===== src/hw/rtl/slcd_pkg.sv =====
// Package with shared types, constants and result packing for the frame receiver.
package slcd_pkg;

  localparam logic [7:0] SYNC_FIRST_RESET  = 8'h55;
  localparam logic [7:0] SYNC_SECOND_RESET = 8'hAA;
  localparam logic [7:0] LENGTH_RESET      = 8'd13;

  localparam int IN_DATA_W  = 8;
  localparam int OUT_DATA_W = 40;

  localparam logic CFG_SYNC_FIRST  = 1'b0;
  localparam logic CFG_SYNC_SECOND = 1'b1;

  typedef struct packed {
    logic [7:0] sync_first;
    logic [7:0] sync_second;
  } sync_cfg_t;

  typedef struct packed {
    logic       frame_start;
    logic       frame_byte;
    logic [7:0] byte_index;
    logic [7:0] byte_value;
    logic       frame_done;
    logic       checksum_ok;
    logic [7:0] sender_id;
    logic [7:0] frame_kind;
    logic       overflow_abort;
  } result_t;

  // Packs every result field except frame_done, which travels as tlast.
  function automatic logic [OUT_DATA_W-1:0] pack_result(input result_t r);
    return {4'b0000, r.overflow_abort, r.frame_kind, r.sender_id, r.checksum_ok,
            r.byte_value, r.byte_index, r.frame_byte, r.frame_start};
  endfunction

endpackage


===== src/hw/rtl/sync_length_checksum_deframer_unit.sv =====
// Top level of the sync-word, length-prefixed, checksummed frame receiver.
// Usage:
// The slave stream carries one received byte per transaction in s_tdata.
// For every accepted byte the master stream delivers exactly one result
// transaction describing that byte: sync detection, position in the frame,
// held sender and kind bytes, checksum verdict and overflow abort.
// m_tlast is high on the result of the byte that completes a frame.
// An accepted byte is held in the input register, goes through the frame
// update, and its result is registered into the output register and offered
// on the master side. One byte is accepted in every cycle while the master
// side takes results; the rate is set by the single update stage.
// When the receiver stalls, the result is held in the output register and
// one more byte is taken into the input register before s_tready drops.
// The sync bytes are written through cfg_we, cfg_index and cfg_data while
// the stream is idle; index 0 is the first sync byte, index 1 the second.
// Reset empties both registers, restores the sync bytes to 0x55 and 0xAA,
// leaves the receiver outside any frame and sets the stored length to 13.
module sync_length_checksum_deframer_unit
  import slcd_pkg::*;
#(
  parameter int BUFFER_SIZE = 256
) (
  input  logic                  clk,
  input  logic                  rst,
  input  logic                  s_tvalid,
  output logic                  s_tready,
  input  logic [IN_DATA_W-1:0]  s_tdata,   // [7:0] rx_byte
  output logic                  m_tvalid,
  input  logic                  m_tready,
  // [0] frame_start, [1] frame_byte, [9:2] byte_index, [17:10] byte_value,
  // [18] checksum_ok, [26:19] sender_id, [34:27] frame_kind,
  // [35] overflow_abort, [39:36] zero
  output logic [OUT_DATA_W-1:0] m_tdata,
  output logic                  m_tlast,   // frame_done
  input  logic                  cfg_we,
  input  logic                  cfg_index,
  input  logic [7:0]            cfg_data
);

  sync_cfg_t  cfg;
  logic       in_valid;
  logic [7:0] in_byte;
  logic       advance;
  result_t    result;

  assign advance  = in_valid && (!m_tvalid || m_tready);
  assign s_tready = !in_valid || advance;

  always_ff @(posedge clk) begin
    if (rst) begin
      cfg.sync_first  <= SYNC_FIRST_RESET;
      cfg.sync_second <= SYNC_SECOND_RESET;
    end else if (cfg_we) begin
      unique case (cfg_index)
        CFG_SYNC_FIRST:  cfg.sync_first  <= cfg_data;
        CFG_SYNC_SECOND: cfg.sync_second <= cfg_data;
        default: ;
      endcase
    end
  end

  always_ff @(posedge clk) begin
    if (rst) begin
      in_valid <= 1'b0;
    end else if (s_tready) begin
      in_valid <= s_tvalid;
    end
  end

  always_ff @(posedge clk) begin
    if (s_tready && s_tvalid) begin
      in_byte <= s_tdata;
    end
  end

  slcd_step #(
    .BUFFER_SIZE(BUFFER_SIZE)
  ) u_step (
    .clk     (clk),
    .rst     (rst),
    .fire    (advance),
    .rx_byte (in_byte),
    .cfg     (cfg),
    .result  (result)
  );

  always_ff @(posedge clk) begin
    if (rst) begin
      m_tvalid <= 1'b0;
    end else if (advance) begin
      m_tvalid <= 1'b1;
    end else if (m_tready) begin
      m_tvalid <= 1'b0;
    end
  end

  always_ff @(posedge clk) begin
    if (advance) begin
      m_tdata <= pack_result(result);
      m_tlast <= result.frame_done;
    end
  end

endmodule


===== src/hw/rtl/slcd_step.sv =====
// Frame tracking state and the per-byte update that produces one result.
module slcd_step
  import slcd_pkg::*;
#(
  parameter int BUFFER_SIZE = 256
) (
  input  logic      clk,
  input  logic      rst,
  input  logic      fire,
  input  logic [7:0] rx_byte,
  input  sync_cfg_t cfg,
  output result_t   result
);

  localparam int IW = $clog2(BUFFER_SIZE + 1);
  localparam int CW = (IW > 8) ? IW : 8;

  logic [7:0]    previous_byte, previous_byte_next;
  logic          in_frame, in_frame_next;
  logic [IW-1:0] write_index, write_index_next;
  logic [7:0]    frame_length, frame_length_next;
  logic [7:0]    running_sum, running_sum_next;
  logic [7:0]    held_sender, held_sender_next;
  logic [7:0]    held_kind, held_kind_next;

  logic          sync_hit;
  logic [IW-1:0] index_inc;
  logic [CW-1:0] index_wide;
  logic [CW-1:0] inc_wide;
  logic [7:0]    length_now;
  logic          length_hit;
  logic          buffer_hit;

  always_comb begin
    sync_hit   = !in_frame && (previous_byte == cfg.sync_first) &&
                 (rx_byte == cfg.sync_second);
    index_inc  = write_index + IW'(1);
    index_wide = CW'(write_index);
    inc_wide   = CW'(index_inc);
    length_now = (write_index == IW'(2)) ? rx_byte : frame_length;
    length_hit = (inc_wide == CW'(length_now));
    buffer_hit = (index_inc >= IW'(BUFFER_SIZE));

    previous_byte_next = previous_byte;
    in_frame_next      = in_frame;
    write_index_next   = write_index;
    frame_length_next  = frame_length;
    running_sum_next   = running_sum;
    held_sender_next   = held_sender;
    held_kind_next     = held_kind;
    result             = '0;
    result.byte_value  = rx_byte;

    if (sync_hit) begin
      in_frame_next      = 1'b1;
      write_index_next   = IW'(2);
      previous_byte_next = '0;
      running_sum_next   = cfg.sync_first + cfg.sync_second;
      held_sender_next   = '0;
      held_kind_next     = '0;
      result.frame_start = 1'b1;
      result.byte_index  = 8'd1;
    end else if (in_frame) begin
      frame_length_next = length_now;
      if (write_index == IW'(3)) begin
        held_sender_next = rx_byte;
      end
      if (write_index == IW'(4)) begin
        held_kind_next = rx_byte;
      end
      write_index_next  = index_inc;
      running_sum_next  = running_sum + rx_byte;
      result.frame_byte = 1'b1;
      result.byte_index = index_wide[7:0];
      result.sender_id  = held_sender_next;
      result.frame_kind = held_kind_next;
      if (length_hit) begin
        result.frame_done  = 1'b1;
        result.checksum_ok = (running_sum == rx_byte);
        in_frame_next      = 1'b0;
      end else if (buffer_hit) begin
        result.overflow_abort = 1'b1;
        in_frame_next         = 1'b0;
      end
    end else begin
      previous_byte_next = rx_byte;
    end
  end

  always_ff @(posedge clk) begin
    if (rst) begin
      previous_byte <= '0;
      in_frame      <= 1'b0;
      write_index   <= '0;
      frame_length  <= LENGTH_RESET;
      running_sum   <= '0;
      held_sender   <= '0;
      held_kind     <= '0;
    end else if (fire) begin
      previous_byte <= previous_byte_next;
      in_frame      <= in_frame_next;
      write_index   <= write_index_next;
      frame_length  <= frame_length_next;
      running_sum   <= running_sum_next;
      held_sender   <= held_sender_next;
      held_kind     <= held_kind_next;
    end
  end

endmodule


===== config.mk =====
export PLATFORM = sky130hd
export DESIGN_NAME = sync_length_checksum_deframer_unit
export DESIGN_NICKNAME = d
export VERILOG_FILES = /design/src/hw/rtl/slcd_pkg.sv /design/src/hw/rtl/sync_length_checksum_deframer_unit.sv /design/src/hw/rtl/slcd_step.sv
export SDC_FILE = /design/constraint.sdc
export NUM_CORES = 1
export LEC_CHECK = 0
export BUFFER_PORTS_ARGS = -buffer_cell sky130_fd_sc_hd__clkbuf_2
export CORE_MARGIN = 2
export CORE_UTILIZATION = 49
export CTS_CLUSTER_SIZE = 8
export DETAILED_ROUTE_END_ITERATION = 10
export PLACE_DENSITY = 0.77
export SYNTH_ARGS = -nofsm -noshare
export SYNTH_HDL_FRONTEND = slang
export SYNTH_HIERARCHICAL = 1
export SYNTH_SLANG_ARGS = --single-unit

===== constraint.sdc =====
create_clock -name clk -period 10.2 [get_ports clk]
set_input_delay 3.06 -clock clk [delete_from_list [all_inputs] [get_ports clk]]
set_output_delay 3.06 -clock clk [all_outputs]
set_load 0.02 [all_outputs]

Word level (Yosys, flattened, before mapping). Index checks and enable logic that the tools add are counted.

$add $sub $neg: 3. Order comparisons: 1. Equality and inequality tests: 8. Muxes and demuxes: 23. Bitwise logic cells: 4. Reductions and logical operators: 19.

Operator list (count): 8-bit 2-to-1 mux (11); 9-bit 2-to-1 mux (3); 8-bit equality test (3); 9-bit by 2-bit equality test with 1-bit output, second input constant (2); 8-bit adder (2); 9-bit by 1-bit adder with 9-bit output, second input constant (1); 9-bit by 3-bit equality test with 1-bit output, second input constant (1); 9-bit by 8-bit equality test with 1-bit output (1); 9-bit >= comparator, second input constant (1); 1-bit 2-to-1 mux (8); 2-bit AND reduction (4); 3-bit OR reduction (2); 1-bit logical AND (4); 1-bit NOT (4); 2-bit nonzero test (2); 1-bit logical NOT (3); 3-bit AND reduction (1); 1-bit logical OR (2); 2-bit 2-to-1 mux (1); 2-bit != test, second input constant (1); 2-bit OR reduction (1).

Register bits: 113. Bits of input ports: 22. Output and inout bits: 43. Logic and storage cells: 76.

Logic depth before layout (Yosys ltp). Gate-level depths: netlist (run 1).

Depth in word-level cells: 6. Mapped depth: 10. Depth with buffers taken out: 10.

By module. The synthesis (run 1) kept the hierarchy.

Modules (own cells, without submodules): slcd_step (times used 1, cells an instance 460, area each 3477.1 um^2, seq. area each 1001.0 um^2); sync_length_checksum_deframer_unit (times used 1, cells an instance 127, area each 2157.1 um^2, seq. area each 1711.6 um^2).

Worst setup path before layout (run 1). No wires, ideal clock.

Path kind: input to output. From: in m_tready. To: out s_tready. Arrival: 3.337 ns. Data required time: 7.140 ns. Setup slack: 3.803 ns. Cell stages on the path: 1. Path buffers: 0. Cells stage by stage: nand3b_1.

Word-level cells in the longest chain between the ends: 3.

RTL lines: start, declared (line sync_length_checksum_deframer_unit.sv:29) `input logic m_tready,`; 1-bit logical OR (line sync_length_checksum_deframer_unit.sv:46) `assign advance = in_valid && (!m_tvalid || m_tready);`; 1-bit logical AND (line sync_length_checksum_deframer_unit.sv:46); 1-bit logical OR (line sync_length_checksum_deframer_unit.sv:47) `assign s_tready = !in_valid || advance;`; end, declared (line sync_length_checksum_deframer_unit.sv:26) `output logic s_tready,`.

No other way between the ends.

Final worst setup path (run 1). Same ends and word-level chain as after synthesis.

==> results.json, run 1 <==
{
  "ys_seq_elements": 113,
  "reg2reg_slack_ns": 7.14,
  "maxCapViolations": 0,
  "ant_nets": 0,
  "yosys.area.top_type": "dfxtp_1",
  "pwr-share-clk_pct": 51.0,
  "pwr-share-seq_pct": 42.7,
  "hold_path_class": "register to register",
  "cts.clk_slew.worst_paths_ns": 0.05,
  "post_drt_wl_per_cell_um": 16.6,
  "syn_inst": 587,
  "io_buffers": 60,
  "fin_nets": 662,
  "yosys-top-cells-count": "68 x dfxtp_1, 62 x nor2_1, 61 x nand2_1, 52 x a21oi_1, 45 x edfxtp_1",
  "path_class": "input pin to primary output",
  "die_area_um2": 12400,
  "relSlewSlack_pct": 31.9,
  "area_growth_pct": 14.7,
  "gr-total-overflow": 0,
  "fin_worst_skew_ns": 0.00665,
  "path_cells": "clkbuf_2, nand3b_1, clkbuf_2",
  "cts_hold_buf": 0,
  "final-max-slew-violation-count": 0,
  "dpl.hpwl_um": 8580,
  "rsz0062_at_grt": "false",
  "total_power_mw": 1.17,
  "yosys_warnings": 6,
  "wl_um": 12900,
  "crit_path_max_incr_delay_ns": 0.17,
  "timing.critical_path.slowest_stage_cell": "nand3b_1",
  "finalCritPeriodShare_pct": 64.2,
  "finalCriticalPeriod_ns": 6.55,
  "grt_max_degree": 44,
  "hold_violations": 0,
  "first_iter_violations": 348,
  "synth_edf_count": 45,
  "yosysMostFrequentCell": "dfxtp_1",
  "cts_tree": "done",
  "fin_ws_ns": 3.65,
  "htree_levels": 4,
  "root_buffer": "clkbuf_16",
  "power_switching_mw": 0.266,
  "routed-wl-met2_um": 6340,
  "power_density_nw_per_um2": 181,
  "tightest_slew_ns": 1.02,
  "fillers": 966,
  "seqCellArea_um2": 2710,
  "finalSetupViolCount": 0,
  "multiInputGateArea_um2": 2570,
  "post_cts_buffers": 0,
  "grtUsageTotal_pct": 21.4,
  "synthTopCellsByArea": "dfxtp_1 24%, edfxtp_1 24%, a21oi_1 4.6%, mux2i_1 4.3%, nor2_1 4.1%",
  "m1WireLength_um": 5110,
  "grt_pass1_wl_um": 21000,
  "die_w_um": 111,
  "gp_congestion": 0.891,
  "max_freq_ghz": 0.153,
  "synthFlopType": "dfxtp_1",
  "antenna_found_initial": 0,
  "cts_resized": 0,
  "crit_path_max_fanout": 3,
  "grt_pass1_vias": 4400,
  "vias_per_cell": 5.73,
  "start_util_pct": 49.8,
  "swShare_pct": 22.8,
  "yosys.area.top_type_share_pct": 24.2,
  "drt_pass1_iterations": 5,
  "endpoint_kind": "primary output",
  "ios": 65,
  "cts_buffer_depth": 2,
  "n_antenna_cell": 0,
  "final_cells": 777,
  "async_reset_ff_share_pct": 0,
  "cts_sinks": 113,
  "clkLatencyLatePin_ns": 0.41,
  "die_h_um": 111,
  "yosysSeqAreaShare_pct": 48.1,
  "required_ns": 7.14,
  "power.leakage_nw": 2.49,
  "ys_types": 55,
  "wl_met3_um": 897,
  "dp_cells": 745,
  "highest_layer": "met4",
  "combPwrFrac_pct": 6.3,
  "core_area_um2": 11300,
  "cts_made_buffers": 17,
  "ir_worst_vdd_v": 0.0000903,
  "syn-cell-area_um2": 5630,
  "row_count": 39,
  "crit_arrival_ns": 3.49,
  "drive_above_1_share_pct": 16.6,
  "fin_setup_tns_ns": 0,
  "avgSynthCellArea_um2": 9.60,
  "crit_path_frequent_cell": "clkbuf_2",
  "p_int_mw": 0.903,
  "num_vias": 4455,
  "pre_cts_ws_ns": 3.65,
  "drc": 0,
  "status": "complete, no violations",
  "cp-start-kind": "input pin",
  "whs_ns": 0.462
}
-- worst paths after layout --
kind | to | start | cells after the start
worst max-delay path | s_tready | m_tready | 3
worst min-delay path | m_tvalid$_SDFFE_PP0P_ | in_valid$_SDFFE_PP0P_ | 2
worst max register to register | u_step/frame_length[2]$_SDFFE_PP1P_ | m_tvalid$_SDFFE_PP0P_ | 6
worst min register to register | m_tvalid$_SDFFE_PP0P_ | in_valid$_SDFFE_PP0P_ | 2
-- sequential cells by signal (all words and copies together) (netlist names) --
| signal | flops |
|---|---|
| u_step/in_frame | 1 |
| m_tvalid | 1 |
| u_step/frame_length | 8 |
| in_valid | 1 |
| u_step/held_sender | 8 |
| in_byte | 8 |
| m_tlast | 1 |
| u_step/held_kind | 8 |
| m_tdata | 36 |
| cfg | 16 |
| u_step/index_wide | 9 |
| u_step/previous_byte | 8 |
| u_step/running_sum | 8 |
-- cell usage in the layout, fill, tap and decap left out, types with 18 or more instances in the layout --
cell / netlist / layout
nand2_1: 61 / 61
clkbuf_16: 0 / 20
a21oi_1: 52 / 52
edfxtp_1: 45 / 45
nand3_1: 22 / 22
clkbuf_2: 0 / 60
nor2_1: 62 / 62
inv_1: 18 / 18
dfxtp_1: 68 / 68
o21ai_0: 25 / 25
xnor2_1: 23 / 23
mux2i_1: 24 / 24
xor2_1: 19 / 19
-- power groups by stage --
stage	Sequential, mW	Combinational (mW)	Clock [mW]
global placement	0.507	0.0697	0
CTS	0.499	0.0734	0.605
finish	0.499	0.0736	0.597
detailed placement	0.508	0.0727	0
floorplan	0.507	0.0535	0
global route	0.500	0.0811	0.623
-- critical path, delay by kind of cell --
kind          cells  cell delay (ns)
buf+inv           2             0.25
simple gates      1             0.17
-- logic make-up (layout without fill, tap and decap cells) --
family	after synthesis	in the layout	synth area share [%]
compound gates	119	119	12.9
xor+xnor	42	42	6.53
fa+ha+maj	19	19	4.49
buf+inv	68	112	6.51
flops	113	113	48.1
mux	24	24	4.26
other cells	1	4	0.0666
simple gates	201	201	17.1
-- metrics by stage --
step	cell area, µm²	util, %
global route	6460	57.1
finish	6460	57.1
CTS	6460	57.1
global placement	5840	51.6
detailed placement	5840	51.6
floorplan	5650	-
-- routing by layer --
metal  vias to the layer above  track usage, %
li1                       2099               -
met1                      2115            25.1
met2                       191            34.7
met3                        50            5.96
met4                         0            13.2
met5                         -               0
-- area by class of cell --
| cell class | count | area share (%) |
|---|---|---|
| repair buffers | 61 | 4.76 |
| flip-flops and latches | 113 | 42.0 |
| inverters | 19 | 1.10 |
| clock inverters | 10 | 1.47 |
| well taps | 143 | 2.77 |
| clock buffers | 22 | 8.17 |
| multi-input cells | 409 | 39.7 |
No activity file was read; power rests on OpenSTA's default activity.
==> run 2, diff against run 1 <==
--- a/config.mk
+++ b/config.mk
@@ -5,6 +5,7 @@
 export SDC_FILE = /design/constraint.sdc
 export NUM_CORES = 1
 export LEC_CHECK = 0
+export ABC_AREA = 1
 export BUFFER_PORTS_ARGS = -buffer_cell sky130_fd_sc_hd__clkbuf_2
 export CORE_MARGIN = 2
 export CORE_UTILIZATION = 49
==> constraint.sdc (replaced) <==
create_clock -name clk -period 6.4 [get_ports clk]
set_input_delay 1.92 -clock clk [delete_from_list [all_inputs] [get_ports clk]]
set_output_delay 1.92 -clock clk [all_outputs]
set_load 0.02 [all_outputs]
==> run 2 against run 1 <==
  * Count of clock-buffer cells in the layout down 4
  * Sequential share of layout area down 1.8 points
  * Clock skew down 0.0013 ns
  * Sequential cell count unchanged
  * Global-route usage down 1.6 points
  * Combinational power up 86%
  * Synthesized cell count up 25%
  * Register-to-register slack worse by 3.4 ns
  * Sequential power up 60%
==> results.json, run 2 <==
{
  "status": "complete, no violations",
  "cts.clk_slew.worst_paths_ns": 0.05,
  "core_area_um2": 11600,
  "synth_fa_ha_area_share_pct": 4.31,
  "ant_nets": 0,
  "finalSetupViolCount": 0,
  "async_reset_ff_share_pct": 0,
  "drive_above_1_share_pct": 16.3,
  "gr-total-overflow": 0,
  "antenna_found_initial": 0,
  "die_h_um": 113,
  "synthTopCellsByArea": "dfxtp_1 23%, edfxtp_1 23%, nand2_1 12%, inv_1 5.2%, nor2_1 4.9%",
  "cp-start-kind": "input pin",
  "largest_register_ffs": 36,
  "path_class": "input pin to primary output",
  "gp_congestion": 0.886,
  "synth_mux_area_share_pct": 2.73,
  "die_w_um": 113,
  "die_area_um2": 12900,
  "area_growth_pct": 15.1,
  "final_cell_mix": "185 x nand2_1, 81 x inv_1, 77 x nor2_1",
  "ys_types": 46,
  "yosysMostFrequentCell": "nand2_1",
  "cts_tree": "done",
  "fin_worst_skew_ns": 0.00537,
  "htree_levels": 4,
  "fin_ws_ns": 2.07,
  "avgSynthCellArea_um2": 8.01,
  "cts_buffer_depth": 2,
  "fin_setup_tns_ns": 0,
  "yosys_warnings": 6,
  "required_ns": 4.48,
  "io_buffers": 60,
  "ios": 65,
  "tightest_slew_ns": 0.848,
  "synth_compound_area_share_pct": 8.06,
  "relSlewSlack_pct": 43.5,
  "power_density_nw_per_um2": 283,
  "fillers": 989,
  "synthFlopType": "dfxtp_1",
  "syn_inst": 732,
  "grt_max_degree": 48,
  "n_antenna_cell": 0,
  "final_common_cell": "nand2_1",
  "drc": 0,
  "root_buffer": "clkbuf_16",
  "ir_worst_vdd_v": 0.000123,
  "cts_hold_buf": 0,
  "clkLatencyLatePin_ns": 0.41,
  "drt_pass1_iterations": 5,
  "synthSimpleGateAreaFrac_pct": 25.8,
  "ys_seq_elements": 113,
  "yosys.area.top_type": "dfxtp_1",
  "yosysSeqAreaShare_pct": 46.2,
  "crit_path_max_fanout": 3,
  "first_iter_violations": 453,
  "cts_sinks": 113,
  "rsz0062_at_grt": "false",
  "start_util_pct": 50.7,
  "yosys.area.top_type_share_pct": 23.2,
  "power.leakage_nw": 3.14,
  "grtUsageTotal_pct": 19.7,
  "grt_pass1_vias": 4176,
  "hold_path_class": "register to register",
  "cts_made_buffers": 17,
  "maxCapViolations": 0,
  "cts_resized": 0,
  "wl_um": 12600,
  "synth_xor_area_share_pct": 2.84,
  "post_cts_buffers": 0,
  "final-max-slew-violation-count": 0,
  "num_vias": 4794,
  "yosys-top-cells-count": "185 x nand2_1, 81 x inv_1, 77 x nor2_1, 68 x dfxtp_1, 46 x a21oi_1",
  "row_count": 39,
  "hold_violations": 0,
  "crit_arrival_ns": 2.41,
  "dpl.hpwl_um": 8290,
  "pre_cts_ws_ns": 2.06,
  "top_register": "m_tdata",
  "post_drt_wl_per_cell_um": 13.5,
  "vias_per_cell": 5.14,
  "fin_nets": 818,
  "max_freq_ghz": 0.231,
  "synth_edf_count": 45,
  "grt_pass1_wl_um": 20100,
  "endpoint_kind": "primary output",
  "syn-cell-area_um2": 5870,
  "finalCriticalPeriod_ns": 4.33,
  "finalCritPeriodShare_pct": 67.6,
  "synth_top_family_by_area": "simple AND/OR/NAND/NOR gates"
}
## run 2: path summary, 6_finish.rpt
kind,startpoint,end,slack [ns],depth (start not counted)
hold reg to reg,u_step/held_sender[1]$_SDFFE_PP0P_,u_step/held_sender[1]$_SDFFE_PP0P_,0.46,2
setup reg to reg,u_step/in_frame$_SDFFE_PP0P_,u_step/held_kind[0]$_SDFFE_PP0P_,3.73,10
hold / removal,u_step/held_sender[1]$_SDFFE_PP0P_,u_step/held_sender[1]$_SDFFE_PP0P_,0.46,2
setup / recovery,m_tready,s_tready,2.07,4
## run 2: worst max-delay path: stages
cell and delay (ns):
clkbuf_2 0.08, inv_1 0.11, nand3_1 0.12, clkbuf_2 0.18
## run 2: area by class of cell
| type | count | area, µm² | share of cell area, % |
|---|---|---|---|
| well taps | 143 | 179 | 2.65 |
| flip-flops and latches | 113 | 2710 | 40.2 |
| repair buffers | 61 | 308 | 4.56 |
| clock buffers | 18 | 429 | 6.35 |
| clock inverters | 14 | 189 | 2.80 |
| inverters | 90 | 343 | 5.08 |
| multi-input cells | 494 | 2590 | 38.4 |
## run 2: stage by stage
step | cell area [µm²] | utilization [%] | power [mW] | cells | hold WS, ns
floorplan | 5880 | - | 0.908 | 735 | 0.439
global placement | 6140 | 53.1 | 0.942 | 901 | 0.448
detailed placement | 6140 | 53.1 | 0.944 | 901 | 0.455
CTS | 6750 | 58.4 | 1.92 | 933 | 0.463
global route | 6750 | 58.4 | 1.98 | 933 | 0.474
finish | 6750 | 58.4 | 1.91 | 933 | 0.464
## run 2: cells by family (layout without fill, tap and decap cells)
family / Yosys count / in the layout
simple gates: 348 / 348
buf+inv: 128 / 183
flops: 113 / 113
compound gates: 88 / 88
fa+ha+maj: 19 / 19
xor+xnor: 19 / 19
mux: 16 / 16
other cells: 1 / 4
## run 2: report_power, final
group	total (mW)	switching [mW]	leakage, nW	internal [mW]
Clock	0.979	0.330	0.296	0.649
Combinational	0.137	0.0873	1.86	0.0494
Sequential	0.797	0.0238	0.990	0.773
## run 2: per-layer routing
metal	vias to the layer above	wire, µm	track usage, %
li1	2438	-	-
met1	2157	5900	27.2
met2	176	5680	29.9
met3	23	794	4.73
met4	0	238	8.37
met5	-	0	0
